--- src/rtl/quat_to_euler_linear_accel_macros.svh ---
// Assertion macros shared by the quaternion to Euler angle block.
// Taken in by `include in the files that carry assertions; no other dependency.
`ifndef QUAT_TO_EULER_LINEAR_ACCEL_MACROS_SVH
`define QUAT_TO_EULER_LINEAR_ACCEL_MACROS_SVH

// property that must hold at every clock edge out of reset
`define QTEL_ASSERT_HOLDS(lbl, clk, rst, prop, msg) \
   lbl: assert property (@(posedge clk) disable iff (rst) (prop)) else $error(msg);

// antecedent in this cycle implies consequent in the next one
`define QTEL_ASSERT_NEXT(lbl, clk, rst, ante, cons, msg) \
   lbl: assert property (@(posedge clk) disable iff (rst) (ante) |=> (cons)) else $error(msg);

`endif

--- src/rtl/qtel_pkg.sv ---
// Types and constants for the quaternion to Euler angle block.
// No dependencies; used by the cells and the top level.
`default_nettype none

package qtel_pkg;

   localparam int ATAN_ENTRIES = 24;
   localparam int SQRT_DIGITS  = 29;      // root bits of the pitch cosine
   localparam int ROOT_W       = 29;
   localparam int REM_W        = 31;
   localparam int RAD_W        = 58;      // radicand, two bits per digit
   localparam int XY_W         = 38;      // CORDIC vector width
   localparam int Z_W          = 34;      // CORDIC angle width, binary angle units
   localparam int SUM_W        = 36;      // quaternion product sums, Q.28
   localparam int S_W          = 30;      // clamped asin argument
   localparam int GPROD_W      = 47;      // |gravity component| * magnitude

   localparam logic [31:0] ATAN_BAM [ATAN_ENTRIES] = '{
      32'd536870912, 32'd316933406, 32'd167458907, 32'd85004756,
      32'd42667331,  32'd21354465,  32'd10679838,  32'd5340245,
      32'd2670163,   32'd1335087,   32'd667544,    32'd333772,
      32'd166886,    32'd83443,     32'd41722,     32'd20861,
      32'd10430,     32'd5215,      32'd2608,      32'd1304,
      32'd652,       32'd326,       32'd163,       32'd81
   };

   localparam logic signed [SUM_W-1:0] ONE_Q28     = 36'sd268435456;
   localparam logic signed [Z_W-1:0]   BAM_HALF    = 34'sd2147483648;
   localparam logic signed [Z_W-1:0]   BAM_QUARTER = 34'sd1073741824;
   localparam logic [31:0]             PI_Q30      = 32'd3373259426;
   localparam logic signed [15:0]      ROLL_LIM    = 16'sd12868;
   localparam logic signed [15:0]      PITCH_LIM   = 16'sd6434;

   // register map
   localparam logic [0:0]  REG_GRAVITY   = 1'b0;
   localparam logic [10:0] GRAVITY_RESET = 11'd979;

   // angle lanes
   localparam int LANE_ROLL  = 0;
   localparam int LANE_PITCH = 1;
   localparam int LANE_YAW   = 2;

   typedef struct packed {
      logic signed [SUM_W-1:0] rx;
      logic signed [SUM_W-1:0] ry;
      logic signed [SUM_W-1:0] yx;
      logic signed [SUM_W-1:0] yy;
      logic signed [S_W-1:0]   s;
      logic [2:0][15:0]        lin;
   } line_type;

   typedef struct packed {
      logic [2:0]       zero;   // first operand of atan2 was zero
      logic [2:0]       half;   // second operand of atan2 was negative
      logic [2:0][15:0] lin;
   } cside_type;

endpackage

`default_nettype wire

--- src/rtl/qtel_sqrt_cell.sv ---
// One digit of the pipelined integer square root (restoring, two radicand bits).
// Depends on qtel_pkg.
`default_nettype none

module qtel_sqrt_cell (
   input  wire logic                          clock,
   input  wire logic                          en,
   input  wire logic [qtel_pkg::REM_W-1:0]    rem_i,
   input  wire logic [qtel_pkg::ROOT_W-1:0]   root_i,
   input  wire logic [qtel_pkg::RAD_W-1:0]    rad_i,
   output logic      [qtel_pkg::REM_W-1:0]    rem_o,
   output logic      [qtel_pkg::ROOT_W-1:0]   root_o,
   output logic      [qtel_pkg::RAD_W-1:0]    rad_o
);

   logic [qtel_pkg::REM_W+1:0] rem2;
   logic [qtel_pkg::REM_W+1:0] trial;
   logic [qtel_pkg::REM_W-1:0] rem_in,  rem_ff;
   logic [qtel_pkg::ROOT_W-1:0] root_in, root_ff;
   logic [qtel_pkg::RAD_W-1:0] rad_in,  rad_ff;

   // bring down two bits, try subtracting 4*root+1
   always_comb begin
      rem2  = {rem_i, rad_i[qtel_pkg::RAD_W-1 -: 2]};
      trial = (qtel_pkg::REM_W+2)'({root_i, 2'b01});
      if (rem2 >= trial) begin
         rem_in  = qtel_pkg::REM_W'(rem2 - trial);
         root_in = {root_i[qtel_pkg::ROOT_W-2:0], 1'b1};
      end else begin
         rem_in  = qtel_pkg::REM_W'(rem2);
         root_in = {root_i[qtel_pkg::ROOT_W-2:0], 1'b0};
      end
      rad_in = {rad_i[qtel_pkg::RAD_W-3:0], 2'b00};
   end

   always_ff @(posedge clock) begin
      if (en) begin
         rem_ff  <= rem_in;
         root_ff <= root_in;
         rad_ff  <= rad_in;
      end
   end

   assign rem_o  = rem_ff;
   assign root_o = root_ff;
   assign rad_o  = rad_ff;

endmodule

`default_nettype wire

--- config.mk ---
export PLATFORM = sky130hd
export DESIGN_NAME = qtel_sqrt_cell
export DESIGN_NICKNAME = d
export VERILOG_FILES = /design/src/rtl/quat_to_euler_linear_accel_macros.svh /design/src/rtl/qtel_pkg.sv /design/src/rtl/qtel_sqrt_cell.sv
export SDC_FILE = /design/constraint.sdc
export NUM_CORES = 1
export LEC_CHECK = 0
export BUFFER_PORTS_ARGS = -buffer_cell sky130_fd_sc_hd__buf_2
export CAP_MARGIN = 25
export CORE_MARGIN = 8
export CORE_UTILIZATION = 44
export DETAILED_ROUTE_END_ITERATION = 8
export HOLD_SLACK_MARGIN = 0.03
export PLACE_DENSITY = 0.82
export SKIP_LAST_GASP = 1
export SYNTH_ARGS = -nofsm -noshare
export SYNTH_HDL_FRONTEND = slang
export SYNTH_SLANG_ARGS = --single-unit
--- constraint.sdc ---
create_clock -name clock -period 3.2 [get_ports clock]
set_input_delay 0.48 -clock clock [delete_from_list [all_inputs] [get_ports clock]]
set_output_delay 0.48 -clock clock [all_outputs]
set_load 0.02 [all_outputs]
==> run summary, run 1 <==
Top cell type's share of synthesized area: 0.596
Gpl congestion: 0.877
CP startpoint kind: input pin
Crit. End Element: register
Slew margin rel.: 0.555
Initial DRC count: 257
Pwr per Cell Area: 596 nW/um2
Hold-fix buffers, CTS: 0
Antenna violations before repair: 1
Resized Gates After CTS: 0
Total power: 4.71 mW
Min-delay worst type: input pin to register
Count of final hold-check violations: 0
Die footprint: 17200 um2
P_int: 3.38 mW
Final nets: 850
Sw power: 1.33 mW
Vias per Instance: 5.04
Sequential element share of the synthesized area: 0.596
Netlist area before placement: 5850 um2
Comb pwr share: 0.221
Initial DRT Pass Iterations: 5
DP HPWL: 12.6 mm
Crit share post-route: 0.888
CP max FO: 9
# setup viols final: 0
Number of global-route vias before repair: 4817
HP Start: rad_i[4]
Sink Count: 116
Switching share of power: 0.282
CTS tree: yes
Largest net degree at the start of global routing: 70
Synth area leader: edfxtp_1
Layout cells sized above 1: 0.461
Post-synth EDFFs: 116
Clock network power share: 0.375
Arrival time at the worst endpoint: 2990 ps
Cell variety after synth: 50
Worst slew pin tran: 668 ps
Hold Path Sink: rad_o[6]
Cell leakage power: 3.59 nW
Max-cap violation count: 0
Fmax: 352 MHz
Synthesis-stage register bit count: 116
Main flop type after synthesis: edfxtp_1
IO Pins: 238
Core ar.: 13100 um2
Die width: 131 um
Tot GR Track Use: 0.183
Ranking of synthesized cells by area: edfxtp_1 60%, mux2_4 6.7%, ha_1 6.6%
Total gr overflow: 0
Clk buf depth: 2
ANT nets after route: 0
Fraction of registers with async set/reset: 0
Hold_ws: 244 ps
Worst hold stages: 1
Initial core utilization: 0.447
Syn-to-layout area delta: 35.0%
RSZ-0062 raised after global routing: false
Drt drc: 0
Gate Count Post-Synth: 433
TritonCTS Buffers: 17
Peak VDD IR: 0.000264 V
Syn. warnings: 0
Clk slew on worst S/H paths: 60 ps
Cell Rows: 42
Routed WL: 15.9 mm
Root Driver: clkbuf_16
First-pass GRT wire length: 25.3 mm
Die Height: 131 um
Finished Core Util: 0.603
Post-CTS Setup Bufs: 0
H-tree depth: 4
Average wire per standard cell: 17.9 um
CP required: 3350 ps
Critical path class: input pin to register
Min Tclk post-route: 2840 ps
Syn avg cell area: 13.5 um2
I/O Buffers: 235
Status: completed
Ant diodes: 0
Final Max Tran Viols: 0
Routed vias: 4472
Share of power burned in registers: 0.404
power by group through the flow:
stage | combinational, mW | sequential [mW] | clock [mW]
final | 1.04 | 1.90 | 1.76
after global routing | 1.12 | 1.92 | 1.87
after CTS | 1.05 | 1.91 | 1.80
after detailed placement | 1.04 | 1.93 | 0
after global placement | 1.01 | 1.93 | 0
after floorplan | 0.452 | 2.14 | 0
routing by layer:
metal / share of wire / vias up / GRT usage
li1: - / 2128 / -
met1: 0.37 / 2102 / 0.187
met2: 0.53 / 209 / 0.330
met3: 0.076 / 31 / 0.0667
met4: 0.026 / 2 / 0.0810
met5: 0.00050 / - / 0
worst max-delay path, cell delays in order:
cell and delay, ps:
buf_2 90, inv_1 40, ha_1 220, nor3_1 420, a221oi_2 150, a41oi_2 270
o211ai_2 170, a31oi_4 220, o21ai_2 110, a31oi_4 230, buf_4 240, mux2_2 350
synthesized netlist by cell type (2+ instances only):
cell      instances
nor3_1            5
a21o_1           11
mux2_4           26
nand4_1           8
buf_4             4
xnor2_1          12
o21bai_1          5
nand3_1          10
edfxtp_1        116
nand3b_1          2
clkbuf_2          2
and2_1            3
clkbuf_1          4
a211oi_1          2
a21boi_0          2
nand2b_1          4
a31oi_4           2
nor2_1           17
o21a_1            4
o21ai_0          13
nand2_1          26
inv_1            39
ha_1             31
o31ai_1           3
nor2b_1           3
o21ai_2           2
a21oi_1          34
and3_1            3
xor2_1           14
mux2i_1           4
buf_6             3
through the flow:
step | area [um2] | std cells | TNS, ps | setup WS (ps)
4_1_cts | 7890 | 888 | 0 | 379
2_1_floorplan | 5850 | 434 | 0 | 190
6_report | 7890 | 888 | 0 | 360
5_1_grt | 7890 | 888 | 0 | 261
3_5_place_dp | 7330 | 856 | -366 | -33.0
3_3_place_gp | 7330 | 856 | 0 | 66.8
layout by cell type (no fill, tap or decap), types with 2 or more instances in the layout:
cell type     n
a21o_1       11
buf_4        26
o31ai_1       3
mux2i_1       4
o21ai_0      13
a21oi_1      34
o21ai_2       2
nor2_1       17
edfxtp_1    116
conb_1        2
buf_12        2
nand2_1      26
nor3_1        5
a211oi_1      2
a21boi_0      2
clkbuf_16    17
mux2_4       26
o21bai_1      5
clkinv_2      3
xor2_1       14
o21a_1        4
inv_1        39
nand3_1      10
clkinvlp_4    3
clkinv_4      5
nand2b_1      4
nor2b_1       3
nand4_1       8
and2_1        3
buf_2       234
nand3b_1      2
ha_1         31
a31oi_4       2
and3_1        3
xnor2_1      12
kinds of logic (layout without fill, tap and decap cells):
| kind of cell | count (synthesis) | after routing | share of synthesized area |
|---|---|---|---|
| buf+inv | 55 | 333 | 0.0499 |
| other cells | 1 | 2 | 0.000642 |
| compound gates | 88 | 88 | 0.102 |
| xor+xnor | 26 | 26 | 0.0390 |
| fa+ha+maj | 31 | 31 | 0.0664 |
| simple gates | 85 | 85 | 0.0708 |
| flops | 116 | 116 | 0.596 |
| mux | 31 | 31 | 0.0756 |
worst max-delay path by stage:
stage,cells past startpoint,start,end
floorplan,12,root_i[5],rem_o[10]
global placement,12,root_i[0],rem_o[9]
detailed placement,12,root_i[2],rem_o[30]
CTS,12,root_i[2],rem_o[30]
global route,12,root_i[2],rem_o[30]
finish,12,root_i[2],rem_o[30]
cell type report:
cell class                      instances  area (um2)
Timing Repair Buffer                  262        1410
Clock buffer                           18         429
Tap cell                              176         220
Inverter                               39         146
Sequential cell                       116        3480
Clock inverter                         14         131
Fill cell                            1015        5190
Multi-Input combinational cell        263        2070
state kept, by name, summed over array words and instances, names as in the netlist:
name,count
rad_o,56
rem_o,31
root_o,29
(Power assumes the default switching activity.)
==> run 2: changes to the inputs <==
- ABC_AREA: default -> 1
- CORE_UTILIZATION: 44 -> 45
==> run 2 against run 1 <==
Compared with the run above: critical endpoint is now rem_o[1]; highest routed layer is now met4; synthesized cell count rose by 71%; global-route usage rose by 1.9 points; largest power group unchanged; count of clock-buffer cells in the layout rose by 1; combinational power barely moved.
==> run summary, run 2 <==
Crit-path most repeated cell: nand2_1
Commonest cells after routing, fill and taps aside: 263 x nand2_1, 234 x buf_2, 142 x inv_1
Clk buf depth: 2
Final nets: 1136
List of most frequent post-synthesis cells: 263 x nand2_1, 142 x inv_1, 116 x edfxtp_1
Vias per Instance: 4.73
Cell Rows: 44
Antenna violations before repair: 0
Hold_ws: 240 ps
Cell leakage power: 4.45 nW
DP HPWL: 15.2 mm
Core ar.: 14400 um2
# setup viols final: 0
I/O Buffers: 235
Netlist area before placement: 6540 um2
Hold-fix buffers, CTS: 0
Fmax: 372 MHz
Clk slew on worst S/H paths: 60 ps
Final worst-path setup slack: 514 ps
Initial core utilization: 0.455
Gate Count Post-Synth: 739
Post-synth EDFFs: 116
Slowest stage delay, CP: 690 ps
Most frequent cell after synthesis: nand2_1
Delay-heaviest family, CP: simple AND/OR/NAND/NOR gates
Total gr overflow: 0
Fraction of registers with async set/reset: 0
Peak VDD IR: 0.000321 V
Synth area leader: edfxtp_1
Die footprint: 18600 um2
Number of fill cells: 1271
Cell variety after synth: 31
Syn. warnings: 0
CTS tree: yes
Routed vias: 5596
Arrival time at the worst endpoint: 2840 ps
Crit-path slowest cell: nor2_4
Routed WL: 19.1 mm
Crit. End Element: register
Synthesis-stage register bit count: 116
Initial DRT Pass Iterations: 5
Ranking of synthesized cells by area: edfxtp_1 53%, nand2_1 15%, inv_1 8.2%
Layout cells sized above 1: 0.299
Initial DRC count: 247
ANT nets after route: 0
IO Pins: 238
Average wire per standard cell: 16.2 um
Top cell type's share of synthesized area: 0.533
Pwr per Cell Area: 557 nW/um2
Post-CTS Setup Bufs: 0
Resized Gates After CTS: 0
Sink Count: 116
CP required: 3350 ps
Syn avg cell area: 8.84 um2
Worst slew pin tran: 878 ps
CP startpoint kind: input pin
Ordered list of cells on the worst path: buf_2, ha_1, nand2_1, inv_2, a21oi_1, nand2b_1, nand3_2, nor2_4, nand2_8, nand2_1, o21ai_0
Total power: 4.71 mW
Dpl ws: 100 ps
Slew margin rel.: 0.414
H-tree depth: 4
Multi-input logic area: 2420 um2
Gpl congestion: 0.912
Min Tclk post-route: 2690 ps
Sequential element share of the synthesized area: 0.533
Die Height: 137 um
Count of final hold-check violations: 0
Critical path class: input pin to register
Final Max Tran Viols: 0
First-pass GRT wire length: 28.8 mm
Tot GR Track Use: 0.202
RSZ-0062 raised after global routing: false
Finished Core Util: 0.588
Status: completed
Main flop type after synthesis: edfxtp_1
Crit share post-route: 0.840
Max FFs per register: 56
Number of global-route vias before repair: 5612
Die width: 137 um
Sequential cell area: 3480 um2
CP max FO: 33
Drt drc: 0
Largest net degree at the start of global routing: 56
Commonest non-fill, non-tap cell in the layout: nand2_1
Worst path bufs/invs: 2
TritonCTS Buffers: 17
Min-delay worst type: input pin to register
Root Driver: clkbuf_16
Ant diodes: 0
Final TNS setup: 0 ps
Syn-to-layout area delta: 29.4%
Max-cap violation count: 0
## run 2: cell count changes in the layout (fill, tap and decap cells not counted), sizes merged, moves of 11 or more
cell,before,now
nand3,10,70
buf,262,238
mux2,27,0
a21o,11,0
xnor2,12,1
o21ai,15,2
a21oi,34,18
inv,41,145
nor2,17,36
nand2,26,269
## run 2: worst paths after layout
check                        to  cells past startpoint      start
worst max-delay path   rem_o[1]                     11  rem_i[25]
worst min-delay path  rad_o[50]                      1  rad_i[48]
## run 2: final cells by class
class,instances,area share
well taps,184,0.0272
multi-input cells,468,0.286
flip-flops and latches,116,0.412
clock inverters,13,0.0160
repair buffers,238,0.144
clock buffers,19,0.0512
inverters,144,0.0639
## run 2: cells by family after synthesis
kind of cell | after synthesis | share of synthesized area
AO/OA/AOI/OAI | 22 | 0.0176
adder cells (fa/ha/maj) | 31 | 0.0594
AND/OR/NAND/NOR | 399 | 0.273
other | 1 | 0.000574
buffers and inverters | 156 | 0.0975
flip-flops | 116 | 0.533
XOR/XNOR | 14 | 0.0188
## run 2: stage by stage
| stage | area, um2 | std cells |
|---|---|---|
| finish | 8450 | 1182 |
| global route | 8450 | 1182 |
| CTS | 8450 | 1182 |
| detailed placement | 7890 | 1150 |
| global placement | 7890 | 1150 |
| floorplan | 6540 | 740 |
## run 2: where the power goes
part	leakage [nW]	internal (mW)	switching, mW
combinational	3.05	0.333	0.673
clock	0.265	1.14	0.675
sequential	1.14	1.86	0.0365
## run 2: layer usage
metal / share of wire / vias up / track usage
met1: 0.40 / 2540 / 0.227
met4: 0.010 / 0 / 0.0537
li1: - / 2844 / -
met3: 0.085 / 16 / 0.0617
met2: 0.50 / 196 / 0.363
met5: 0 / - / 0
