--- src/rtl/quat_to_euler_linear_accel_macros.svh ---
// Assertion macros shared by the quaternion to Euler angle block.
// Taken in by `include in the files that carry assertions; no other dependency.
`ifndef QUAT_TO_EULER_LINEAR_ACCEL_MACROS_SVH
`define QUAT_TO_EULER_LINEAR_ACCEL_MACROS_SVH

// property that must hold at every clock edge out of reset
`define QTEL_ASSERT_HOLDS(lbl, clk, rst, prop, msg) \
   lbl: assert property (@(posedge clk) disable iff (rst) (prop)) else $error(msg);

// antecedent in this cycle implies consequent in the next one
`define QTEL_ASSERT_NEXT(lbl, clk, rst, ante, cons, msg) \
   lbl: assert property (@(posedge clk) disable iff (rst) (ante) |=> (cons)) else $error(msg);

`endif

--- src/rtl/qtel_pkg.sv ---
// Types and constants for the quaternion to Euler angle block.
// No dependencies; used by the cells and the top level.
`default_nettype none

package qtel_pkg;

   localparam int ATAN_ENTRIES = 24;
   localparam int SQRT_DIGITS  = 29;      // root bits of the pitch cosine
   localparam int ROOT_W       = 29;
   localparam int REM_W        = 31;
   localparam int RAD_W        = 58;      // radicand, two bits per digit
   localparam int XY_W         = 38;      // CORDIC vector width
   localparam int Z_W          = 34;      // CORDIC angle width, binary angle units
   localparam int SUM_W        = 36;      // quaternion product sums, Q.28
   localparam int S_W          = 30;      // clamped asin argument
   localparam int GPROD_W      = 47;      // |gravity component| * magnitude

   localparam logic [31:0] ATAN_BAM [ATAN_ENTRIES] = '{
      32'd536870912, 32'd316933406, 32'd167458907, 32'd85004756,
      32'd42667331,  32'd21354465,  32'd10679838,  32'd5340245,
      32'd2670163,   32'd1335087,   32'd667544,    32'd333772,
      32'd166886,    32'd83443,     32'd41722,     32'd20861,
      32'd10430,     32'd5215,      32'd2608,      32'd1304,
      32'd652,       32'd326,       32'd163,       32'd81
   };

   localparam logic signed [SUM_W-1:0] ONE_Q28     = 36'sd268435456;
   localparam logic signed [Z_W-1:0]   BAM_HALF    = 34'sd2147483648;
   localparam logic signed [Z_W-1:0]   BAM_QUARTER = 34'sd1073741824;
   localparam logic [31:0]             PI_Q30      = 32'd3373259426;
   localparam logic signed [15:0]      ROLL_LIM    = 16'sd12868;
   localparam logic signed [15:0]      PITCH_LIM   = 16'sd6434;

   // register map
   localparam logic [0:0]  REG_GRAVITY   = 1'b0;
   localparam logic [10:0] GRAVITY_RESET = 11'd979;

   // angle lanes
   localparam int LANE_ROLL  = 0;
   localparam int LANE_PITCH = 1;
   localparam int LANE_YAW   = 2;

   typedef struct packed {
      logic signed [SUM_W-1:0] rx;
      logic signed [SUM_W-1:0] ry;
      logic signed [SUM_W-1:0] yx;
      logic signed [SUM_W-1:0] yy;
      logic signed [S_W-1:0]   s;
      logic [2:0][15:0]        lin;
   } line_type;

   typedef struct packed {
      logic [2:0]       zero;   // first operand of atan2 was zero
      logic [2:0]       half;   // second operand of atan2 was negative
      logic [2:0][15:0] lin;
   } cside_type;

endpackage

`default_nettype wire

--- src/rtl/qtel_cordic_cell.sv ---
// One vectoring CORDIC iteration with its output register.
// Depends on qtel_pkg.
`default_nettype none

module qtel_cordic_cell #(
   parameter int          SHIFT = 0,
   parameter logic [31:0] ATAN  = 32'd0
) (
   input  wire logic                               clock,
   input  wire logic                               en,
   input  wire logic signed [qtel_pkg::XY_W-1:0]   x_i,
   input  wire logic signed [qtel_pkg::XY_W-1:0]   y_i,
   input  wire logic signed [qtel_pkg::Z_W-1:0]    z_i,
   output logic      signed [qtel_pkg::XY_W-1:0]   x_o,
   output logic      signed [qtel_pkg::XY_W-1:0]   y_o,
   output logic      signed [qtel_pkg::Z_W-1:0]    z_o
);

   logic signed [qtel_pkg::XY_W-1:0] xs, ys;
   logic signed [qtel_pkg::Z_W-1:0]  step;
   logic signed [qtel_pkg::XY_W-1:0] x_in, x_ff, y_in, y_ff;
   logic signed [qtel_pkg::Z_W-1:0]  z_in, z_ff;

   // rotate toward the x axis
   always_comb begin
      xs   = x_i >>> SHIFT;
      ys   = y_i >>> SHIFT;
      step = $signed(qtel_pkg::Z_W'(ATAN));
      if (!y_i[qtel_pkg::XY_W-1]) begin
         x_in = x_i + ys;
         y_in = y_i - xs;
         z_in = z_i + step;
      end else begin
         x_in = x_i - ys;
         y_in = y_i + xs;
         z_in = z_i - step;
      end
   end

   always_ff @(posedge clock) begin
      if (en) begin
         x_ff <= x_in;
         y_ff <= y_in;
         z_ff <= z_in;
      end
   end

   assign x_o = x_ff;
   assign y_o = y_ff;
   assign z_o = z_ff;

endmodule

`default_nettype wire

--- config.mk ---
export PLATFORM = sky130hd
export DESIGN_NAME = qtel_cordic_cell
export DESIGN_NICKNAME = d
export VERILOG_FILES = /design/src/rtl/quat_to_euler_linear_accel_macros.svh /design/src/rtl/qtel_pkg.sv /design/src/rtl/qtel_cordic_cell.sv
export SDC_FILE = /design/constraint.sdc
export NUM_CORES = 1
export LEC_CHECK = 0
export ABC_CLOCK_PERIOD_IN_PS = 4400
export BUFFER_PORTS_ARGS = -buffer_cell sky130_fd_sc_hd__buf_4
export CAP_MARGIN = 20
export CELL_PAD_IN_SITES_DETAIL_PLACEMENT = 1
export CELL_PAD_IN_SITES_GLOBAL_PLACEMENT = 2
export CORE_AREA = 4 4 250 130
export CTS_CLUSTER_DIAMETER = 80
export DETAILED_ROUTE_END_ITERATION = 6
export DIE_AREA = 0 0 254 134
export PLACE_DENSITY = 0.88
export SYNTH_ARGS = -nofsm -noshare
export SYNTH_HDL_FRONTEND = slang
export SYNTH_SLANG_ARGS = --single-unit
--- constraint.sdc ---
create_clock -name clock -period 4.4 [get_ports clock]
set_clock_uncertainty 0.2 [all_clocks]
set_input_delay 0.88 -clock clock [delete_from_list [all_inputs] [get_ports clock]]
set_output_delay 0.88 -clock clock [all_outputs]
set_load 0.05 [all_outputs]
==> metrics, run 1 <==
PortBufs 221; RSZ-0062 raised after global routing no; Vias/cell around 5.4; via count about 9,800; PnR Total Power 4.388 mW; routed wire length between 30,000 and 40,000 um; DIE WIDTH ~250 um; Setup crit end kind register; fin util 0.4293; Tcrit/Tclk final 0.9313; drt drc 0; number of synthesized register bits ~110; commonest non-fill, non-tap cell in the layout buf_4; Final min period 4.098 ns; DIE AREA between 30,000 and 40,000 um2; first-pass GRT wire length between 60,000 and 70,000 um; root buf cell clkbuf_16; CTS clk-pin slew, worst paths approximately 0.09 ns; share of cells above drive strength 1 0.2454; core area between 30,000 and 40,000 um2; gr ovfl total 0; Sequential Area about 3300 um2; Worst Path Arrival between 4 and 5 ns; number of synthesized flops with an enable pin between 100 and 150; worst hold slack between 0.4 and 0.5 ns; relative slew slack 0.4231; Critical Path Start Type primary input; TritonCTS clock tree done; synthesis warning total 0; leakage power ~5.8 nW; fin nets between 1,500 and 2,000; initial antenna violation count 0; Max Slew Vio Count 0; cts bufs inserted 9; CP startpoint x_i[9]; CTS max path bufs 2; Seq/Total Area, Yosys 0.3325; Site Rows between 40 and 50; setup violators final 0; Total Routing Usage GR 0.2264; Final Hold Fails 0; vias in the first global route 10,294; Area growth syn-to-layout 31.11%; Synth async-reset ratio 0; ant diodes 0; hpwl dp 32,150 um; Initial Utilization 0.3274; Critical Path RT approximately 4.3 ns; Iteration-0 DRC Markers ~700; setup_tns 0 ns; WL/cell around 22 um; max-cap violations 0; largest net degree at the start of global routing 77; area of the multi-input gates 5923 um2; Post-Syn Nets 1,367; H-tree lvl count 3; Mapped Cells approximately 1,100; synth unique cells between 60 and 70; Die Ht about 130 um; HP Start z_i[31]; status finished clean; Max VDD drop 208.7 uV; Pwr per Cell Area roughly 340 nW/um2; Synth Flop Type edfxtp_1; most frequent cells in the layout 322 x buf_4, 146 x a21oi_1, 111 x inv_1, 111 x ha_1; Clock Sinks between 100 and 150; Achievable Freq roughly 0.24 GHz; Setup Crit Path Kind in -> reg; synthesized cell area roughly 9800 um2; DRT Pass-1 Iters 6; CTS Hold Bufs 0; Fillers about 3,600; global placer's final weighted congestion ~0.94; Least-Margin Pin Slew 0.8653 ns; Setup Buffers After CTS 0; post_cts resized 0; worst hold path class in -> reg; syn_area_per_cell 8.628 um2; Critical Path Fanout Max 5; IO Pins about 220; post-detailed-route count of antenna-violating nets 0
[power by group]
group,switching [mW],total [mW],internal [mW]
Clock,0.464,0.925,0.461
Sequential,0.0544,1.40,1.34
Combinational,1.35,2.07,0.715
Total,1.87,4.39,2.52
[final timing paths]
check,depth (start not counted),endpoint,slack (ns)
max,14,y_o[37],0.30
min,1,z_o[31],0.47
[worst max-delay path: stages]
cell and delay, ns:
buf_4 0.09, inv_1 0.04, ha_1 0.36, nor4_1 0.52
buf_4 0.21, nor2b_1 0.23, nand3_1 0.15, a211o_1 0.28
o311ai_0 0.21, a311oi_1 0.20, buf_4 0.21, o31a_1 0.32
a31oi_1 0.21, xnor2_1 0.10
[Yosys cell counts, drive strengths merged, types with 6 or more instances]
library cell,n,area share
nand2b,6,0.0038
a211oi,10,0.0089
nand3,21,0.011
o31ai,9,0.0069
clkbuf,41,0.016
o21bai,23,0.018
buf,14,0.0070
a2111oi,6,0.0053
nand2,61,0.023
nor3,20,0.010
o21ai,75,0.038
a211o,7,0.0062
nor2b,16,0.010
a31oi,11,0.0070
nand4,13,0.0083
ha,111,0.14
a21oi,146,0.074
inv,111,0.042
nor4,12,0.0083
edfxtp,109,0.33
a21o,27,0.021
xnor2,67,0.060
nor2,109,0.042
mux2i,18,0.018
o21a,11,0.0084
[through the flow]
| step | cell area [um2] | setup WS, ns | std cells |
|---|---|---|---|
| global route | 12910 | 0.1639 | 1825 |
| CTS | 12910 | 0.3866 | 1825 |
| floorplan | 9844 | 0.5073 | 1141 |
| finish | 12910 | 0.3022 | 1825 |
| global placement | 12580 | 0.1513 | 1809 |
| detailed placement | 12580 | -0.02109 | 1809 |
[metal layers]
metal,part of all wire,routed length [um],GRT usage,up-vias
met4,0.020,769,0.05265,0
met2,0.48,18710,0.3837,305
li1,-,-,-,4627
met1,0.45,17710,0.3042,4835
met3,0.056,2189,0.03817,49
met5,0,0,0,-
[area by class of cell]
class | instances | share of cell area
Clock buffer | 9 | 0.01745
Clock inverter | 7 | 0.007561
Inverter | 115 | 0.03344
Multi-Input combinational cell | 862 | 0.4589
Sequential cell | 109 | 0.2536
Tap cell | 399 | 0.03868
Timing Repair Buffer | 324 | 0.1904
[registers in the layout, indices dropped and copies added (netlist names)]
signal / count
x_o: 38
y_o: 37
z_o: 34
[cells by family (layout without fill, tap and decap cells)]
logic type,count (synthesis),after routing,share of synthesized area
buf+inv,170,455,0.06647
mux,18,18,0.01830
xor+xnor,72,72,0.06406
fa+ha+maj,114,114,0.1472
flops,109,109,0.3325
compound gates,376,376,0.2382
simple gates,282,282,0.1333
(Power assumes the default switching activity.)
==> run 2: changes to the inputs <==
MAX_ROUTING_LAYER = met4   (was not set)
==> run 2 against run 1 <==
Compared with the run above: fmax is 3.9% higher; sequential power hardly changed; critical path depth is 1 higher; design area hardly changed; critical path type unchanged; critical endpoint is now x_o[29]; largest cell class unchanged; highest routed layer unchanged.
==> metrics, run 2 (synthesis results as in run 1) <==
Combinational Power Share 0.478 (was 0.471); first-pass GRT wire length 59,280 um (was 60,200 um); Worst Path Arrival 3.89 ns (was 4.02 ns); DRT Pass-1 Iters 5 (was 6); DIE WIDTH 254 um (unchanged); Critical Path RT 4.35 ns (was 4.32 ns); worst hold path class in -> reg (unchanged); Iteration-0 DRC Markers 732 (was 690); CTS Hold Bufs 0 (unchanged); crit path capture x_o[29] (was y_o[37]); max-cap violations 0 (unchanged); gr ovfl total 0 (unchanged); Critical Path Start Type primary input (unchanged); Achievable Freq 0.2535 GHz (was 0.2440 GHz); Least-Margin Pin Slew 0.8782 ns (was 0.8653 ns); Initial Utilization 0.3274 (unchanged); RSZ-0062 raised after global routing no (unchanged); Setup Buffers After CTS 0 (unchanged); routed wire length 39,000 um (was 39,390 um); Site Rows 45 (unchanged); leakage power 5.828 nW (was 5.819 nW); H-tree lvl count 3 (unchanged); final worst slack 0.4546 ns (was 0.3022 ns); Final min period 3.945 ns (was 4.098 ns); vias in the first global route 10,162 (was 10,294); global placer's final weighted congestion 0.9309 (was 0.9366); max FFs per register 38 (unchanged); PortBufs 221 (unchanged); Clock Sinks 109 (unchanged); IO Pins 222 (unchanged); Vias/cell 5.320 (was 5.379); relative slew slack 0.4145 (was 0.4231); status finished clean (unchanged); commonest non-fill, non-tap cell in the layout buf_4 (unchanged); clock power share 0.200 (was 0.211); Setup Crit Path Kind in -> reg (unchanged); Max VDD drop 168.9 uV (was 208.7 uV); Final Hold Fails 0 (unchanged); DIE AREA 34,040 um2 (unchanged); hpwl dp 32,050 um (was 32,150 um); largest net degree at the start of global routing 77 (unchanged); internal power 2.464 mW (was 2.518 mW); via count 9,735 (was 9,816); ant diodes 0 (unchanged); WL/cell 21.31 um (was 21.58 um); Pwr per Cell Area 334.3 nW/um2 (was 340.0 nW/um2); fin nets 1,652 (was 1,647); root buf cell clkbuf_16 (unchanged); share of cells above drive strength 1 0.2481 (was 0.2454); Total Routing Usage GR 0.2312 (was 0.2264); CTS max path bufs 2 (unchanged); pre-CTS setup slack 0.06731 ns (was -0.02109 ns); CP startpoint x_i[8] (was x_i[9]); Max Slew Vio Count 0 (unchanged); setup violators final 0 (unchanged); initial antenna violation count 0 (unchanged); Critical Path Fanout Max 5 (unchanged); Setup crit end kind register (unchanged); setup_tns 0 ns (unchanged); CTS clk-pin slew, worst paths 0.08 ns (was 0.09 ns); drt drc 0 (unchanged); most frequent cells in the layout 328 x buf_4, 146 x a21oi_1, 111 x inv_1, 111 x ha_1 (was 322 x buf_4, 146 x a21oi_1, 111 x inv_1, 111 x ha_1); core area 30,070 um2 (unchanged); TritonCTS clock tree done (unchanged); cts bufs inserted 9 (unchanged); Area growth syn-to-layout 31.19% (was 31.11%); post-detailed-route count of antenna-violating nets 0 (unchanged); Switching Fraction 0.4295 (was 0.4262); Tcrit/Tclk final 0.8967 (was 0.9313); post_cts resized 0 (unchanged); register share of total power 0.322 (was 0.318); Die Ht 134 um (unchanged); Net Switching 1.854 mW (was 1.870 mW)
run 2: cell type report:
| cell class | instances | area (um2) |
|---|---|---|
| clock buffers | 9 | 225.2 |
| clock inverters | 7 | 80.08 |
| fillers | 3590 | 17150 |
| inverters | 115 | 431.7 |
| multi-input cells | 862 | 5923 |
| flip-flops and latches | 109 | 3273 |
| well taps | 399 | 499.2 |
| repair buffers | 329 | 2482 |
run 2: routing by layer:
layer / part of all wire / vias to the layer above / global-route usage
met5: 0 / - / -
met2: 0.48 / 240 / 0.3850
li1: - / 4635 / -
met4: 0.014 / 0 / 0.04717
met1: 0.45 / 4820 / 0.2974
met3: 0.049 / 40 / 0.04205
run 2: metrics by stage:
stage	util	instances	hold slack [ns]	cell area [um2]	total power, mW
after CTS	0.4295	1830	0.4416	12910	4.344
final	0.4295	1830	0.4615	12910	4.318
after global placement	0.4194	1814	0.8588	12610	3.429
after floorplan	-	1141	0.7789	9844	2.667
after detailed placement	0.4194	1814	0.8596	12610	3.465
after global routing	0.4295	1830	0.4419	12910	4.530
run 2: critical path: stages:
cell      delay [ns]
buf_4           0.09
inv_1           0.03
ha_1            0.33
nor2b_1         0.17
nor2_1          0.06
o311ai_0        0.44
buf_4           0.21
a21oi_1         0.10
a211o_1         0.31
o311ai_0        0.21
a311oi_1        0.19
buf_4           0.21
o41ai_1         0.31
o21ai_0         0.17
xnor2_1         0.16
run 2: how the worst min path moves through the flow:
stage / startpoint / to / slack, ns / cells past startpoint
after floorplan: z_i[0] / z_o[0] / 0.78 / 0
after global placement: z_i[17] / z_o[17] / 0.86 / 1
after detailed placement: z_i[14] / z_o[14] / 0.86 / 1
after CTS: z_i[31] / z_o[31] / 0.44 / 1
after global routing: z_i[31] / z_o[31] / 0.44 / 1
final: z_i[31] / z_o[31] / 0.46 / 1
run 2: power by group through the flow:
stage                     Combinational (mW)  Clock, mW  Sequential, mW
after floorplan                        0.740          0            1.93
after global placement                  2.02          0            1.41
after detailed placement                2.05          0            1.42
after CTS                               2.06      0.891            1.39
after global routing                    2.19      0.930            1.41
final                                   2.07      0.863            1.39
==> run 3: changes to the inputs <==
GPL_ROUTABILITY_DRIVEN = 0   (was not set)
PLACE_DENSITY = not set   (was 0.88)
PLACE_DENSITY_LB_ADDON = 0.1   (was not set)
==> run 3 against run 2 <==
Compared with the run above: wire length shrank 1.3%; via count fell by 0.26%; total power fell by 0.71%.
==> metrics, run 3 (synthesis results as in run 1) <==
status finished clean (unchanged); Final min period 4.064 ns (was 3.945 ns); IO Pins 222 (unchanged); clock power share 0.195 (was 0.200); Clock Sinks 109 (unchanged); Max Slew Vio Count 0 (unchanged); TritonCTS clock tree done (unchanged); root buf cell clkbuf_16 (unchanged); max layer used met4 (unchanged); share of cells above drive strength 1 0.2500 (was 0.2481); Initial Utilization 0.3274 (unchanged); largest net degree at the start of global routing 57 (was 77); Combinational Power Share 0.480 (was 0.478); Pwr per Cell Area 331.5 nW/um2 (was 334.3 nW/um2); DIE WIDTH 254 um (unchanged); final worst slack 0.3356 ns (was 0.4546 ns); Setup Buffers After CTS 0 (unchanged); core area 30,070 um2 (unchanged); post_cts resized 0 (unchanged); Net Switching 1.833 mW (was 1.854 mW); Hold EP z_o[31] (unchanged); CTS max path bufs 2 (unchanged); Worst Path Arrival 4.00 ns (was 3.89 ns); PortBufs 221 (unchanged); hold path cells 1 (unchanged); worst hold path class in -> reg (unchanged); Site Rows 45 (unchanged); drt drc 0 (unchanged); Final Hold Fails 0 (unchanged); Least-Margin Pin Slew 0.8255 ns (was 0.8782 ns); met2 WL 17,520 um (was 18,870 um); Total Routing Usage GR 0.2291 (was 0.2312); leakage power 5.844 nW (was 5.828 nW); relative slew slack 0.4497 (was 0.4145); Setup Crit Path Kind in -> reg (unchanged); Critical Path RT 4.33 ns (was 4.35 ns); max FFs per register 38 (unchanged); RSZ-0062 raised after global routing no (unchanged); Die Ht 134 um (unchanged); H-tree lvl count 3 (unchanged); commonest non-fill, non-tap cell in the layout buf_4 (unchanged); cts bufs inserted 9 (unchanged); post-detailed-route count of antenna-violating nets 0 (unchanged); Critical Path Start Type primary input (unchanged); CTS Hold Bufs 0 (unchanged); routed wire length 38,500 um (was 39,000 um); initial antenna violation count 0 (unchanged); met3 wire len 2245 um (was 1914 um); max-cap violations 0 (unchanged); fin nets 1,658 (was 1,652); setup violators final 0 (unchanged); vias in the first global route 10,051 (was 10,162); Iteration-0 DRC Markers 668 (was 732); CP startpoint x_i[10] (was x_i[8]); DRT Pass-1 Iters 5 (unchanged); area of the multi-input gates 5917 um2 (was 5923 um2); WL/cell 20.98 um (was 21.31 um); HP Start z_i[31] (unchanged); Fillers 3,601 (was 3,590); Vias/cell 5.292 (was 5.320); first-pass GRT wire length 58,980 um (was 59,280 um); Area growth syn-to-layout 31.38% (was 31.19%); Sequential Area 3273 um2 (unchanged); Critical Path Fanout Max 7 (was 5); gr ovfl total 0 (unchanged); setup_tns 0 ns (unchanged); CTS clk-pin slew, worst paths 0.08 ns (about the same); internal power 2.454 mW (was 2.464 mW); DIE AREA 34,040 um2 (unchanged); Max VDD drop 188.9 uV (was 168.9 uV); most frequent cells in the layout 334 x buf_4, 146 x a21oi_1, 111 x inv_1, 111 x ha_1 (was 328 x buf_4, 146 x a21oi_1, 111 x inv_1, 111 x ha_1); Achievable Freq 0.2460 GHz (was 0.2535 GHz); Setup crit end kind register (unchanged); hpwl dp 31,930 um (was 32,050 um); pre-CTS setup slack -0.007462 ns (was 0.06731 ns); Tcrit/Tclk final 0.9237 (was 0.8967); Switching Fraction 0.4276 (was 0.4295); ant diodes 0 (unchanged); M1 WL 18,250 um (was 17,650 um); via count 9,710 (was 9,735); register share of total power 0.324 (was 0.322)
-- run 3: cell types whose count changed in the layout (fill, tap and decap cells not counted), sizes merged --
| cell | previous run | this run |
|---|---|---|
| clkinv | 7 | 6 |
| buf | 329 | 335 |
| inv | 114 | 113 |
| clkinvlp | 1 | 2 |
-- run 3: layer usage --
layer / track usage / vias up
li1: - / 4648
met1: 0.3101 / 4760
met2: 0.3620 / 265
met3: 0.04243 / 37
met4: 0.04626 / 0
met5: - / -
-- run 3: layout make-up --
class	count	area share
Clock buffer	9	0.01741
Sequential cell	109	0.2531
Clock inverter	6	0.004643
Multi-Input combinational cell	862	0.4575
Timing Repair Buffer	335	0.1954
Tap cell	399	0.03860
Inverter	115	0.03338
-- run 3: through the flow --
step                hold slack (ns)  utilization  total power, mW  instance area, um2  cells
global route                 0.4462       0.4302            4.514               12930   1835
detailed placement           0.8597       0.4207            3.465               12650   1820
floorplan                    0.7789            -            2.667                9844   1141
finish                       0.4656       0.4302            4.287               12930   1835
global placement             0.8587       0.4207            3.439               12650   1820
CTS                          0.4475       0.4302            4.322               12930   1835
-- run 3: critical path, cell delays in order --
cell,delay [ns]
buf_4,0.09
inv_1,0.04
ha_1,0.38
nor4_1,0.52
nor2b_1,0.33
nand3_1,0.18
a211o_1,0.30
o311ai_0,0.20
a311oi_1,0.19
buf_4,0.21
o41ai_1,0.33
o21ai_0,0.18
xnor2_1,0.17
-- run 3: power groups by stage --
| stage | combinational (mW) | clock [mW] | sequential, mW |
|---|---|---|---|
| final | 2.06 | 0.838 | 1.39 |
| after global routing | 2.19 | 0.917 | 1.40 |
| after CTS | 2.06 | 0.871 | 1.40 |
| after detailed placement | 2.05 | 0 | 1.42 |
| after global placement | 2.03 | 0 | 1.41 |
| after floorplan | 0.740 | 0 | 1.93 |
-- run 3: worst max-delay path by stage --
| stage | slack, ns | cells past startpoint | to |
|---|---|---|---|
| floorplan | 0.51 | 12 | x_o[34] |
| global placement | 0.10 | 13 | x_o[37] |
| detailed placement | -0.007 | 13 | x_o[29] |
| CTS | 0.41 | 13 | x_o[29] |
| global route | 0.18 | 13 | x_o[29] |
| finish | 0.34 | 13 | x_o[29] |
